===== src/design/utf8dec_pkg.sv =====
// ----------------------------------------------------------------------------
// utf8dec_pkg
// shared constants for the utf-8 decoder with line and column tracking
// ----------------------------------------------------------------------------
package utf8dec_pkg;

  localparam int unsigned CP_BITS   = 31;
  localparam int unsigned POS_W     = 32;

  typedef logic [CP_BITS-1:0] cp_t;
  typedef logic [1:0]         status_t;

  localparam status_t ST_OK    = 2'd0;
  localparam status_t ST_STRAY = 2'd1;
  localparam status_t ST_TRUNC = 2'd2;
  localparam status_t ST_END   = 2'd3;

  localparam cp_t LF_CODE = 31'h0A;
  localparam cp_t CR_CODE = 31'h0D;

  localparam logic [7:0] LEAD6_MASK = 8'hFC;
  localparam logic [7:0] LEAD5_MASK = 8'hF8;
  localparam logic [7:0] LEAD4_MASK = 8'hF0;
  localparam logic [7:0] LEAD3_MASK = 8'hE0;
  localparam logic [7:0] LEAD2_MASK = 8'hC0;
  localparam logic [7:0] CONT_MASK  = 8'h80;
  localparam logic [7:0] LOW6_MASK  = 8'h3F;

endpackage


===== src/design/utf8_decoder_with_line_tracking_core.sv =====
// ----------------------------------------------------------------------------
// utf8_decoder_with_line_tracking_core
// path: input register, then result register; throughput: one byte per cycle
// unless the result side stalls, set by the single-pass decode between the two
// registers. bytes that open or extend a sequence without ending it give no result.
// reset: synchronous active-low rst_n clears the sequence state, the cr/lf
// flags and the valid bits, and sets line and column to 1.
// ----------------------------------------------------------------------------
module utf8_decoder_with_line_tracking_core #(
  parameter int unsigned POSITION_BITS = 32
) (
  input  logic        clk,
  input  logic        rst_n,
  input  logic        in_tvalid,
  output logic        in_tready,
  input  logic [7:0]  in_tdata,   // [7:0] in_byte
  input  logic        in_tuser,   // [0] end_of_input
  output logic        out_tvalid,
  input  logic        out_tready,
  output logic [95:0] out_tdata,  // [30:0] code_point, [62:31] line_number,
                                  // [94:63] column_number, [95] zero
  output logic [1:0]  out_tuser   // [1:0] status
);

  localparam logic [POSITION_BITS-1:0] POS_MAX = '1;
  localparam logic [POSITION_BITS-1:0] POS_ONE = POSITION_BITS'(1);

  // input register
  logic       s1_valid_r;
  logic [7:0] s1_byte_r;
  logic       s1_eoi_r;

  // decoder state
  utf8dec_pkg::cp_t         partial_r, partial_nxt;
  logic [2:0]               rem_r, rem_nxt;
  logic                     cr_r, cr_nxt;
  logic                     lf_r, lf_nxt;
  logic [POSITION_BITS-1:0] line_r, line_nxt;
  logic [POSITION_BITS-1:0] col_r, col_nxt;

  // result register
  logic                     out_valid_r;
  utf8dec_pkg::cp_t         out_cp_r;
  logic [31:0]              out_line_r;
  logic [31:0]              out_col_r;
  utf8dec_pkg::status_t     out_status_r;

  logic                     res_valid;
  utf8dec_pkg::cp_t         res_cp;
  utf8dec_pkg::status_t     res_status;
  logic                     done;
  utf8dec_pkg::cp_t         done_cp;
  utf8dec_pkg::cp_t         shifted;
  logic                     new_line;
  logic [31:0]              line_out;
  logic [31:0]              col_out;
  logic                     out_free;
  logic                     s1_go;

  assign out_free  = !out_valid_r || out_tready;
  assign s1_go     = s1_valid_r && (!res_valid || out_free);
  assign in_tready = !s1_valid_r || s1_go;

  assign shifted = {partial_r[utf8dec_pkg::CP_BITS-7:0], s1_byte_r[5:0]};

  always_comb begin
    partial_nxt = partial_r;
    rem_nxt     = rem_r;
    res_valid   = 1'b0;
    res_cp      = '0;
    res_status  = utf8dec_pkg::ST_OK;
    done        = 1'b0;
    done_cp     = '0;
    if (s1_eoi_r) begin
      res_valid   = 1'b1;
      res_status  = (rem_r != 3'd0) ? utf8dec_pkg::ST_TRUNC : utf8dec_pkg::ST_END;
      partial_nxt = '0;
      rem_nxt     = 3'd0;
    end else if (rem_r != 3'd0) begin
      rem_nxt = rem_r - 3'd1;
      if (rem_r == 3'd1) begin
        done        = 1'b1;
        done_cp     = shifted;
        partial_nxt = '0;
      end else begin
        partial_nxt = shifted;
      end
    end else if ((s1_byte_r & utf8dec_pkg::CONT_MASK) == 8'h00) begin
      done    = 1'b1;
      done_cp = utf8dec_pkg::CP_BITS'(s1_byte_r);
    end else if ((s1_byte_r & utf8dec_pkg::LEAD6_MASK) == utf8dec_pkg::LEAD6_MASK) begin
      partial_nxt = utf8dec_pkg::CP_BITS'(s1_byte_r[1:0]);
      rem_nxt     = 3'd5;
    end else if ((s1_byte_r & utf8dec_pkg::LEAD5_MASK) == utf8dec_pkg::LEAD5_MASK) begin
      partial_nxt = utf8dec_pkg::CP_BITS'(s1_byte_r[1:0]);
      rem_nxt     = 3'd4;
    end else if ((s1_byte_r & utf8dec_pkg::LEAD4_MASK) == utf8dec_pkg::LEAD4_MASK) begin
      partial_nxt = utf8dec_pkg::CP_BITS'(s1_byte_r[2:0]);
      rem_nxt     = 3'd3;
    end else if ((s1_byte_r & utf8dec_pkg::LEAD3_MASK) == utf8dec_pkg::LEAD3_MASK) begin
      partial_nxt = utf8dec_pkg::CP_BITS'(s1_byte_r[3:0]);
      rem_nxt     = 3'd2;
    end else if ((s1_byte_r & utf8dec_pkg::LEAD2_MASK) == utf8dec_pkg::LEAD2_MASK) begin
      partial_nxt = utf8dec_pkg::CP_BITS'(s1_byte_r[4:0]);
      rem_nxt     = 3'd1;
    end else begin
      res_valid  = 1'b1;
      res_status = utf8dec_pkg::ST_STRAY;
    end
    if (done) begin
      res_valid = 1'b1;
      res_cp    = done_cp;
    end
  end

  // line and column update
  always_comb begin
    line_nxt = line_r;
    col_nxt  = col_r;
    cr_nxt   = cr_r;
    lf_nxt   = lf_r;
    new_line = ((done_cp == utf8dec_pkg::LF_CODE) && !cr_r) ||
               ((done_cp == utf8dec_pkg::CR_CODE) && !lf_r);
    if (s1_eoi_r) begin
      cr_nxt = 1'b0;
      lf_nxt = 1'b0;
    end else if (done) begin
      if (new_line) begin
        line_nxt = (line_r == POS_MAX) ? POS_MAX : line_r + POS_ONE;
        col_nxt  = POS_ONE;
      end else begin
        col_nxt  = (col_r == POS_MAX) ? POS_MAX : col_r + POS_ONE;
      end
      cr_nxt = (done_cp == utf8dec_pkg::CR_CODE);
      lf_nxt = (done_cp == utf8dec_pkg::LF_CODE);
    end
  end

  generate
    if (POSITION_BITS >= utf8dec_pkg::POS_W) begin : g_pos_trunc
      assign line_out = line_nxt[31:0];
      assign col_out  = col_nxt[31:0];
    end else begin : g_pos_ext
      assign line_out = {{(utf8dec_pkg::POS_W-POSITION_BITS){1'b0}}, line_nxt};
      assign col_out  = {{(utf8dec_pkg::POS_W-POSITION_BITS){1'b0}}, col_nxt};
    end
  endgenerate

  always_ff @(posedge clk) begin
    if (!rst_n) begin
      s1_valid_r  <= 1'b0;
      out_valid_r <= 1'b0;
      partial_r   <= '0;
      rem_r       <= 3'd0;
      cr_r        <= 1'b0;
      lf_r        <= 1'b0;
      line_r      <= POS_ONE;
      col_r       <= POS_ONE;
    end else begin
      if (in_tready) begin
        s1_valid_r <= in_tvalid;
      end
      if (out_free) begin
        out_valid_r <= s1_go && res_valid;
      end
      if (s1_go) begin
        partial_r <= partial_nxt;
        rem_r     <= rem_nxt;
        cr_r      <= cr_nxt;
        lf_r      <= lf_nxt;
        line_r    <= line_nxt;
        col_r     <= col_nxt;
      end
    end
  end

  // payload registers
  always_ff @(posedge clk) begin
    if (in_tready && in_tvalid) begin
      s1_byte_r <= in_tdata;
      s1_eoi_r  <= in_tuser;
    end
    if (s1_go && res_valid) begin
      out_cp_r     <= res_cp;
      out_line_r   <= line_out;
      out_col_r    <= col_out;
      out_status_r <= res_status;
    end
  end

  assign out_tvalid = out_valid_r;
  assign out_tdata  = {1'b0, out_col_r, out_line_r, out_cp_r};
  assign out_tuser  = out_status_r;

  a_line_nonzero: assert property (@(posedge clk) disable iff (!rst_n)
    line_r != '0)
    else $error("line counter reached zero");

  a_col_nonzero: assert property (@(posedge clk) disable iff (!rst_n)
    col_r != '0)
    else $error("column counter reached zero");

  a_rem_range: assert property (@(posedge clk) disable iff (!rst_n)
    rem_r <= 3'd5)
    else $error("continuation count out of range");

  a_err_cp_zero: assert property (@(posedge clk) disable iff (!rst_n)
    out_valid_r && (out_status_r != utf8dec_pkg::ST_OK) |-> out_cp_r == '0)
    else $error("nonzero code point on error or end result");

  a_eoi_clears: assert property (@(posedge clk) disable iff (!rst_n)
    s1_go && s1_eoi_r |=> rem_r == 3'd0 && !cr_r && !lf_r)
    else $error("end of input did not clear sequence state");

endmodule


===== config.mk =====
export PLATFORM = sky130hd
export DESIGN_NAME = utf8_decoder_with_line_tracking_core
export DESIGN_NICKNAME = d
export VERILOG_FILES = /design/src/design/utf8dec_pkg.sv /design/src/design/utf8_decoder_with_line_tracking_core.sv
export SDC_FILE = /design/constraint.sdc
export NUM_CORES = 1
export LEC_CHECK = 0
export BUFFER_PORTS_ARGS = -buffer_cell sky130_fd_sc_hd__buf_2
export CORE_MARGIN = 2
export CORE_UTILIZATION = 59
export CTS_CLUSTER_DIAMETER = 40
export DETAILED_ROUTE_END_ITERATION = 8
export GPL_TIMING_DRIVEN = 0
export PLACE_DENSITY_LB_ADDON = 0.2
export SLEW_MARGIN = 20
export SYNTH_ARGS = -nofsm -noshare
export SYNTH_HDL_FRONTEND = slang
export SYNTH_SLANG_ARGS = --single-unit

===== constraint.sdc =====
create_clock -name clk -period 12.4 [get_ports clk]
set_clock_uncertainty 0.15 [all_clocks]
set_input_delay 1.24 -clock clk [delete_from_list [all_inputs] [get_ports clk]]
set_output_delay 1.24 -clock clk [all_outputs]
set_load 0.01 [all_outputs]

Word-level counts from Yosys, hierarchy flattened:

Index checks and enable logic that the tools add are counted.

* register bits after elaboration: 202
* latch bits: 0
* memory bits (writable): 0
* memory bits (read-only): 0
* input bits: 13
* word-level logic and storage cells: 103
* memories kept: 0

* add/sub/neg operators: 3
* multiply operators: 0
* div/mod/pow operators: 0
* $lt $le $gt $ge: 0
* eq/ne operators: 11
* shifts and indexed selects: 0
* muxes and demuxes: 55
* bitwise gates (word level): 0
* reductions and logical operators: 20

Operators by type and width (number)
* 32-bit two-way mux: 8
* 25-bit two-way mux: 9
* 31-bit two-way mux: 3
* 32-bit by 1-bit adder with 32-bit output (second input constant): 2
* 32-bit equality test (second input constant): 2
* 31-bit by 4-bit equality test with 1-bit output (second input constant): 2
* 1-bit two-way mux: 25
* 3-bit two-way mux: 8
* 8-bit zero test: 1
* 8-bit two-way mux: 1
* 7-bit nonzero test: 1
* 6-bit equality test (second input constant): 1
* 5-bit equality test (second input constant): 1
* 1-bit logical AND: 5
* 1-bit zero test: 5
* 4-bit equality test (second input constant): 1
* 1-bit logical OR: 4
* 3-bit by 1-bit equality test with 1-bit output (second input constant): 1
* 3-bit equality test (second input constant): 1
* 3-bit != test (second input constant): 1
* 3-bit AND reduction: 1
* 3-bit nonzero test: 1
* 3-bit by 1-bit subtractor with 3-bit output (second input constant): 1
* 2-bit equality test (second input constant): 1
* 3 further kinds: 3

Logic depth before layout (Yosys ltp):

Gate-level depths: netlist (run 1).

* depth after elaboration: 15
* mapped depth: 12

Worst setup path before layout (run 1):

Ideal clock, no wire load.

* kind: input to register
* from: in out_tready
* to: reg out_col_r[0] (enable)
* setup time: 0.672 ns
* arrival: 8.189 ns
* data required time: 11.578 ns
* slack: 3.390 ns
* stages: 4
* buffers on the path: 0
* cells stage by stage: nor2b_1 -> o211ai_1 -> nand2_1 -> nor3_1

* word-level cells in the longest chain between the ends: 4

RTL lines
* start, declared: RTL line utf8_decoder_with_line_tracking_core.sv:19 `input logic out_tready,`
* 1-bit logical OR: RTL line utf8_decoder_with_line_tracking_core.sv:60 `assign out_free = !out_valid_r || out_tready;`
* 1-bit logical OR: RTL line utf8_decoder_with_line_tracking_core.sv:61 `assign s1_go = s1_valid_r && (!res_valid || out_free);`
* 1-bit logical AND: RTL line utf8_decoder_with_line_tracking_core.sv:61
* 1-bit logical AND: RTL line utf8_decoder_with_line_tracking_core.sv:183 `if (s1_go && res_valid) begin`
* end signal, assigned: RTL line utf8_decoder_with_line_tracking_core.sv:186 `out_col_r <= col_out;`
* end, declared: RTL line utf8_decoder_with_line_tracking_core.sv:45 `logic [31:0] out_col_r;`

Every way passes these cells.
A chain may end at the register's enable or synchronous reset.

Worst setup path after layout (run 1):

* from: reg rem_r[0]
* to: reg out_line_r[0] (enable)

* word-level cells in the longest chain between the ends: 9
* elaborated cells between the ends (all ways): 12
* classes of those cells: eq/ne (1); mux (6); reduce/logical (5)

RTL lines
* start, declared: RTL line utf8_decoder_with_line_tracking_core.sv:35 `logic [2:0] rem_r, rem_nxt;`
* start signal, assigned: RTL line utf8_decoder_with_line_tracking_core.sv:168 `rem_r <= rem_nxt;`
* 3-bit by 1-bit equality test with 1-bit output: RTL line utf8_decoder_with_line_tracking_core.sv:81 `if (rem_r == 3'd1) begin`
* 1-bit two-way mux: RTL line utf8_decoder_with_line_tracking_core.sv:81
* 1-bit two-way mux: RTL line utf8_decoder_with_line_tracking_core.sv:79 `end else if (rem_r != 3'd0) begin`
* 1-bit two-way mux: RTL line utf8_decoder_with_line_tracking_core.sv:74 `if (s1_eoi_r) begin`
* 1-bit two-way mux *: RTL line utf8_decoder_with_line_tracking_core.sv:110 `if (done) begin`
* 1-bit zero test: RTL line utf8_decoder_with_line_tracking_core.sv:61
* 1-bit logical OR: RTL line utf8_decoder_with_line_tracking_core.sv:61
* 1-bit logical AND: RTL line utf8_decoder_with_line_tracking_core.sv:61
* 1-bit logical AND *: RTL line utf8_decoder_with_line_tracking_core.sv:183
* end signal, assigned: RTL line utf8_decoder_with_line_tracking_core.sv:185 `out_line_r <= line_out;`
* end, declared: RTL line utf8_decoder_with_line_tracking_core.sv:44 `logic [31:0] out_line_r;`

Mark *: on every way between the ends. The rest lies on a longest branch, timed or not.

==> results of run 1 <==
==> critical path: stages, from the launching register on <==
cell and delay (ns):
dfxtp_1 0.34, inv_1 0.09, ha_1 0.21, buf_2 0.18, o21ba_2 0.22, o211ai_1 0.42
nand2_1 0.34, nor3_2 0.61, buf_6 0.24, buf_6 0.15, buf_4 0.17, buf_4 0.20
buf_4 0.21
==> sequential cells by signal (all words and copies together) (netlist names) <==
signal      count
col_r          32
cr_r            1
lf_r            1
line_r         32
out_col_r      32
out_cp_r       31
out_line_r     32
out_tuser       2
out_tvalid      1
partial_r      25
rem_r           3
s1_byte_r       8
s1_eoi_r        1
s1_valid_r      1
==> layer usage <==
metal  routed length, um  share of wire
met5                   0              0
met4                 935          0.033
met1               11800           0.42
met3                2530          0.090
met2               12900           0.46
==> through the flow <==
step                cells  utilization  hold WS (ns)  worst slack, ns  power, W
floorplan            1011            -         0.286             3.39  0.000783
global placement     1338        0.659         0.296            0.275  0.000815
detailed placement   1348        0.665         0.307             8.39  0.000813
CTS                  1404        0.729         0.321             8.58   0.00165
global route         1404        0.729         0.342             8.40   0.00169
finish               1404        0.729         0.316             8.56   0.00165
==> final cells by class <==
class,count,share of cell area
clock inverter,24,0.0227
inverter,15,0.00483
clock buffer,32,0.0650
sequential,202,0.438
multi-input combinational,717,0.361
timing repair buffer,121,0.0547
buffer,77,0.0309
tap,216,0.0232
==> path summary, 6_finish.rpt <==
kind	cells past startpoint	from	slack (ns)	end
worst max-delay path	12	rem_r[0]	8.56	out_line_r[0]
worst min-delay path	2	partial_r[21]	0.32	partial_r[21]
worst max register to register	12	rem_r[0]	8.56	out_line_r[0]
worst min register to register	2	partial_r[21]	0.32	partial_r[21]
==> kinds of logic after synthesis <==
group,count (synthesis)
fa+ha+maj,5
xor+xnor,1
other cells,1
compound gates,311
buf+inv,92
flops,202
mux,4
simple gates,395
==> cells in the final DEF, fill, tap and decap left out, types with 6 or more instances in the layout <==
cell       Yosys  layout
nor3_1        36      35
nor2_1        64      64
edfxtp_1     106     106
buf_2         16     127
a41oi_1        6       6
nor4_1        11      11
inv_8          0       6
a31o_2         6       6
nor4b_1        6       6
buf_4          6      14
a21oi_1      139     139
o31ai_1        7       7
and3_1        13      13
nand2_1       99      99
a31oi_1       30      30
o22a_1        14      14
a211oi_1      15      15
and2_1        36      36
o21ai_0       28      28
o221a_2       12      12
nand2b_1       7       7
clkbuf_1      48      50
nand3_1       58      58
a311oi_1      13      13
inv_1         13      13
nand4_1       20      20
dfxtp_1       96      96
clkbuf_16      0      30
and4_1         8       8
==> cells in the mapped netlist (7+ instances only) <==
library cell / n
a21oi_1: 139
edfxtp_1: 106
nand2_1: 99
dfxtp_1: 96
nor2_1: 64
nand3_1: 58
clkbuf_1: 48
and2_1: 36
nor3_1: 36
a31oi_1: 30
o21ai_0: 28
nand4_1: 20
buf_2: 16
a211oi_1: 15
o22a_1: 14
a311oi_1: 13
and3_1: 13
inv_1: 13
o221a_2: 12
nor4_1: 11
and4_1: 8
nand2b_1: 7
o31ai_1: 7
==> power by group <==
group	internal (W)	switching [W]	total (W)
sequential	0.000716	0.00000677	0.000723
combinational	0.0000220	0.0000554	0.0000775
clock	0.000503	0.000344	0.000848
==> results.json, run 1 <==
{
  "start_kind": "flip-flop",
  "grt_pass1_wl_um": 44100,
  "fin_crit_ns": 3.84,
  "ios": 113,
  "hold_buffers": 0,
  "p_leak_nw": 4.22,
  "hold_viol": 0,
  "synthesis.instances": 1011,
  "fp.dieH_um": 132,
  "grtUsageMet1": 0.437,
  "yosysSeqAreaShare": 0.525,
  "clock_path_buffers": 3,
  "wl_per_cell_um": 20.1,
  "ys_ff_latch": 202,
  "crit_path_end_kind": "flip-flop",
  "cp.required_ns": 12.50,
  "synth_ff_type": "edfxtp_1",
  "synth_top_family_by_area": "simple AND/OR/NAND/NOR gates",
  "post-dp-hpwl_um": 19300,
  "syn_area_sq_um": 9730,
  "muxShareOfSynthArea": 0.00450,
  "drtPass1Iterations": 6,
  "tns_ns": 0,
  "fin_area_sq_um": 11700,
  "fin_nets": 1182,
  "io_buffers": 111,
  "layout-drive-gt1-share": 0.210,
  "maxSlewViolCount": 0,
  "synth_top_cell_by_area": "edfxtp_1",
  "crit_type": "reg -> reg",
  "power_density_nw_per_um2": 141,
  "numCtsBuffers": 30,
  "clk_pin_slew_ns": 0.06,
  "mappedNetlistNets": 1029,
  "area_delta_synth_final_pct": 19.9,
  "finalSetupViolations": 0,
  "synth_xor_area_frac": 0.000901,
  "drt-vias-per-instance": 6.38,
  "synthAdderAreaFrac": 0.00643,
  "cts-root-buf": "clkbuf_16",
  "route.vias.total": 8957,
  "core_region_area_sq_um": 16000,
  "antenna_cells": 0,
  "antenna_found_initial": 0,
  "grt.busiest_layer": "met2",
  "yosysWarnings": 0,
  "synth-compound-area-share": 0.209,
  "critPathArrivalTime_ns": 3.94,
  "dieWidth_um": 132,
  "post-cts-setup-buffers": 0,
  "min_path_type": "reg -> reg",
  "nFillCells": 1248,
  "fp.dieArea_sq_um": 17500,
  "overflow": 0,
  "grt_max_degree": 16,
  "synth.avg_cell_area_sq_um": 9.62,
  "async_flop_share": 0,
  "cap_violations": 0,
  "worstSkewPairLatency_ns": 0.55,
  "cts_resized": 0,
  "routabilityCongestion": 0.965,
  "grtUsageTotal": 0.312,
  "drc_errors": 0,
  "drt_wl_total_um": 28200,
  "critPathMaxFanout": 11,
  "outcome": "completed",
  "finalCritPeriodShare": 0.310,
  "rsz0062_at_grt": "false",
  "relSlewSlack": 0.303,
  "grt.met3_usage": 0.0492,
  "dr.first_iter.drc_count": 994,
  "dpl_cell_area_sq_um": 10600,
  "cts_tree": "yes",
  "multi_input_area_sq_um": 4210,
  "yosysUniqueCellTypes": 78,
  "cts.sinks": 202,
  "ir_worst_vdd_v": 0.000140,
  "synth_top_area_share": 0.327,
  "grt_pass1_vias": 8177,
  "rows": 46,
  "met2_usage": 0.490,
  "yosys-top-cells-area": "edfxtp_1 33%, dfxtp_1 20%, a21oi_1 7.2%",
  "seq_area_sq_um": 5100,
  "synthSimpleGateAreaFrac": 0.211,
  "ant_nets": 0,
  "fmax_mhz": 260,
  "htreeDepth": 1,
  "synth_edf_count": 106,
  "worst_pin_slew_ns": 1.04,
  "start_util": 0.608
}
No activity file was read; power rests on OpenSTA's default activity.
==> run 2, diff against run 1 <==
Settings changed: CORE_UTILIZATION 59 to 53.
Clock period 12.4 ns to 3.4 ns, I/O delays scaled along.
==> run 2 against run 1 <==
Maximum frequency is 19% higher. First-iteration DRC count grew 4.6%. Sequential power grew to 3.7 times the previous value. Register-to-register slack worse by 8.4 ns. Critical path type unchanged. Largest cell class unchanged.
==> results.json, run 2 (synthesized netlist as in run 1, its figures left out) <==
{
  "cts_tree": "yes",
  "worst_pin_slew_ns": 0.994,
  "core_region_area_sq_um": 18000,
  "finalCritPeriodShare": 0.946,
  "rsz0062_at_grt": "false",
  "drc_errors": 0,
  "area_delta_synth_final_pct": 20.9,
  "ant_nets": 0,
  "layout-drive-gt1-share": 0.214,
  "route.vias.total": 8971,
  "hold_ws_ns": 0.129,
  "grt.busiest_layer": "met2",
  "outcome": "completed",
  "drt-vias-per-instance": 6.30,
  "place_inst": 1357,
  "wl_per_cell_um": 19.8,
  "routabilityCongestion": 0.952,
  "rows": 49,
  "io_buffers": 111,
  "fin_crit_ns": 3.22,
  "htreeDepth": 1,
  "setup_ws_ns": 0.182,
  "drtPass1Iterations": 5,
  "dr.first_iter.drc_count": 1040,
  "worstSkewPairLatency_ns": 0.53,
  "post-dp-hpwl_um": 19400,
  "maxSlewViolCount": 0,
  "numCtsBuffers": 27,
  "grtUsageTotal": 0.280,
  "finalSetupViolations": 0,
  "fmax_mhz": 311,
  "fin_nets": 1190,
  "power_density_nw_per_um2": 489,
  "grtUsageMet1": 0.390,
  "cap_violations": 0,
  "p_leak_nw": 4.23,
  "cts.sinks": 202,
  "antenna_found_initial": 0,
  "met2_usage": 0.441,
  "tns_ns": 0,
  "grt_max_degree": 20,
  "ir_worst_vdd_v": 0.000505,
  "finalNonFillerCells": 1423,
  "relSlewSlack": 0.334,
  "critPathMaxFanout": 10,
  "cp.required_ns": 3.57,
  "min_path_type": "in -> reg",
  "overflow": 0,
  "hold_viol": 0,
  "start_util": 0.541,
  "fp.dieH_um": 139,
  "p_total_w": 0.00575,
  "pre_cts_slack_ns": 0.0242,
  "fp.dieArea_sq_um": 19400,
  "final_cell_mix": "139 x a21oi_1, 126 x buf_2, 106 x edfxtp_1",
  "drt_wl_total_um": 28200,
  "grt_pass1_wl_um": 44100,
  "dieWidth_um": 139,
  "crit_type": "reg -> reg",
  "start_kind": "flip-flop",
  "layout_commonest_cell": "a21oi_1",
  "clk_pin_slew_ns": 0.06,
  "ios": 113,
  "crit_path_end_kind": "flip-flop",
  "critPathArrivalTime_ns": 3.38,
  "grt.met3_usage": 0.0423,
  "cts-root-buf": "clkbuf_16",
  "grt_pass1_vias": 8121,
  "clock_path_buffers": 3
}
==> run 2: cell types whose count changed in the layout (fill, tap and decap cells not counted), sizes merged <==
cell	previous run	this run
clkbuf	82	78
clkinv	10	9
clkinvlp	2	3
diode	0	1
dlygate4sd3	0	11
inv	25	23
==> run 2: final cells by class <==
cell class,count,area [sq um]
diodes,1,2.50
plain buffers,77,370
fillers,1491,6210
well taps,229,287
clock buffers,28,689
flip-flops and latches,202,5110
repair buffers,132,782
multi-input cells,717,4240
clock inverters,22,216
inverters,15,56.3
==> run 2: critical path, stage by stage (launching register included) <==
cell      delay (ns)
dfxtp_2         0.32
inv_2           0.09
ha_4            0.14
buf_6           0.13
nor2b_1         0.35
o211ai_1        0.22
nor3_2          0.43
nand2_1         0.22
buf_2           0.28
clkbuf_2        0.29
o31ai_1         0.39
==> run 2: path summary, 6_finish.rpt <==
kind / from / endpoint / slack (ns) / cells past startpoint
hold reg to reg: rem_r[1] / rem_r[1] / 0.31 / 2
hold / removal: rst_n / col_r[19] / 0.13 / 4
setup / recovery: rem_r[1] / out_line_r[4] / 0.18 / 10
setup reg to reg: rem_r[1] / out_line_r[4] / 0.18 / 10
==> run 2: where the power goes <==
part	internal (W)	switching (W)	total, W
combinational	0.0000951	0.000204	0.000300
clock	0.00167	0.00114	0.00281
sequential	0.00261	0.0000248	0.00264
total	0.00438	0.00137	0.00575
==> run 2: timing repair <==
item                                   CTS  global route
setup buffers                            0             4
pin swaps                                0             2
resized for setup                        1             6
endpoints found under the hold margin   11             0
hold buffers                            11             0
setup endpoints to repair                1            51
==> run 2: per-layer routing <==
metal  vias up  share of wire  wire, um
met1      4239           0.43     12000
li1       4171              -         -
met2       481           0.46     12800
met3        80          0.082      2300
met5         -              0         0
met4         0          0.036      1020
==> run 2: stage by stage <==
stage / utilization / instance area (sq um)
3_3_place_gp: 0.591 / 10600
4_1_cts: 0.652 / 11700
5_1_grt: 0.654 / 11800
3_5_place_dp: 0.595 / 10700
2_1_floorplan: - / 9770
6_report: 0.654 / 11800
==> run 3, diff against run 2 <==
Settings changed: CORE_MARGIN 2 to 5, CORE_UTILIZATION 53 to 50, REMOVE_ABC_BUFFERS from default to 1.
==> run 3 against run 2 <==
Final cell count down 1.8%. Non-clock buffer count is 68 lower. Combinational power shrank 5%. Register-to-register slack about the same. Flip-flop and latch count unchanged. Die area is 15% higher. Core utilization down 4.8 points. Largest power group unchanged. Power grew 4.3%. Clock-buffer cell count is 4 higher. Maximum frequency hardly changed. Largest cell class unchanged. Critical path depth is 1 lower.
==> results.json, run 3 (synthesized netlist as in run 1, its figures left out) <==
{
  "r2r_slack_ns": 0.18,
  "finalNonFillerCells": 1397,
  "grtUsageTotal": 0.222,
  "holdPathEnd": "line_r[0]",
  "ios": 113,
  "clock_path_buffers": 3,
  "crit_path_end_kind": "flip-flop",
  "fmax_mhz": 311,
  "final_cell_mix": "139 x a21oi_1, 111 x buf_2, 106 x edfxtp_1",
  "cts.sinks": 202,
  "worst_pin_slew_ns": 1.02,
  "layout_commonest_cell": "a21oi_1",
  "numCtsBuffers": 30,
  "relSlewSlack": 0.314,
  "grt_pass1_vias": 7749,
  "nFillCells": 1642,
  "min_path_cells": 2,
  "start_util": 0.503,
  "fin_util": 0.606,
  "maxSlewViolCount": 0,
  "drt_wl_total_um": 25400,
  "cts-root-buf": "clkbuf_16",
  "worstSkewPairLatency_ns": 0.54,
  "place_inst": 1326,
  "finalSetupViolations": 0,
  "dr_wl_met3_um": 2100,
  "ir_worst_vdd_v": 0.000282,
  "slowest_stage": "nor3_4",
  "critPathArrivalTime_ns": 3.34,
  "dr.first_iter.drc_count": 614,
  "post-dp-hpwl_um": 15800,
  "route.vias.total": 8458,
  "antenna_found_initial": 0,
  "ant_nets": 0,
  "io_buffers": 111,
  "dieWidth_um": 149,
  "seq_area_sq_um": 5100,
  "cp.required_ns": 3.52,
  "critical_path.top_delay_family": "simple AND/OR/NAND/NOR gates",
  "drc_errors": 0,
  "min_path_type": "in -> reg",
  "dpl_cell_area_sq_um": 10500,
  "top_layer_used": "met4",
  "reg2regPathDepth": 9,
  "min-delay-start": "rst_n",
  "wl_met2_um": 11400,
  "cp_cell_sequence": "inv_1 > ha_1 > nor2b_2 > o211ai_1 > nor3_4 > and2_4 > buf_16 > nand4_1 > mux2_2",
  "antenna_cells": 0,
  "cap_violations": 0,
  "tns_ns": 0,
  "hold_ws_ns": 0.229,
  "p_leak_nw": 4.16,
  "area_delta_synth_final_pct": 20.6,
  "fin_crit_ns": 3.22,
  "grt_pass1_wl_um": 40800,
  "max_stage_delay_ns": 0.41,
  "reg2reg_from": "rem_r[0]",
  "outcome": "completed",
  "rows": 51,
  "met1_length_um": 11500,
  "cts_tree": "yes",
  "rsz0062_at_grt": "false",
  "hold_viol": 0,
  "finalCritPeriodShare": 0.946,
  "htreeDepth": 1,
  "power_density_nw_per_um2": 511,
  "path_buf_inv": 2,
  "core_region_area_sq_um": 19300,
  "multi_input_area_sq_um": 4310,
  "layout-drive-gt1-share": 0.219,
  "wl_per_cell_um": 18.2,
  "fp.dieArea_sq_um": 22300,
  "start_kind": "flip-flop",
  "drtPass1Iterations": 5,
  "fin_area_sq_um": 11700,
  "clk_pin_slew_ns": 0.06,
  "drt-vias-per-instance": 6.05,
  "routabilityCongestion": 0.891,
  "critPathMaxFanout": 24,
  "overflow": 0,
  "r2r-end": "out_line_r[30]",
  "fp.dieH_um": 149,
  "fin_nets": 1126,
  "grt_max_degree": 72,
  "crit_type": "reg -> reg"
}
## run 3: stage by stage
stage	setup slack [ns]	power [W]
after global routing	0.00539	0.00621
final	0.182	0.00600
after CTS	0.0436	0.00605
after detailed placement	-0.784	0.00296
after floorplan	-5.33	0.00284
after global placement	-8.55	0.00295
## run 3: where the power goes
part	internal (W)	switching, W	total, W
combinational	0.0000945	0.000189	0.000284
sequential	0.00261	0.0000270	0.00264
clock	0.00191	0.00116	0.00307
total	0.00462	0.00138	0.00600
## run 3: layout make-up
cell class	instances	area share
sequential	202	0.435
multi-input combinational	718	0.368
timing repair buffer	141	0.0764
clock buffer	32	0.0665
tap	265	0.0283
clock inverter	24	0.0206
inverter	15	0.00501
## run 3: what timing repair did
action | 4_1_cts | 5_1_grt
endpoints found under the setup margin | 167 | 78
pin swaps | 2 | 2
setup buffers | 1 | 2
resized for setup | 10 | 6
cloned | 1 | 0
endpoints found under the hold margin | 11 | 0
hold buffers | 11 | 0
## run 3: worst max-delay path by stage
stage	from	end	slack (ns)	depth (start not counted)
finish	rem_r[0]	out_line_r[30]	0.18	9
global route	rem_r[0]	rem_r[0]	0.005	7
CTS	rem_r[0]	out_cp_r[27]	0.04	10
detailed placement	rem_r[0]	out_line_r[18]	-0.78	8
global placement	rem_r[0]	out_col_r[6]	-8.55	6
floorplan	rem_r[0]	out_col_r[0]	-5.33	6
## run 3: per-layer routing
layer / vias to the layer above / global-route usage
met5: - / 0
met4: 0 / 0.0654
met3: 36 / 0.0415
met2: 349 / 0.352
met1: 4020 / 0.314
li1: 4053 / -
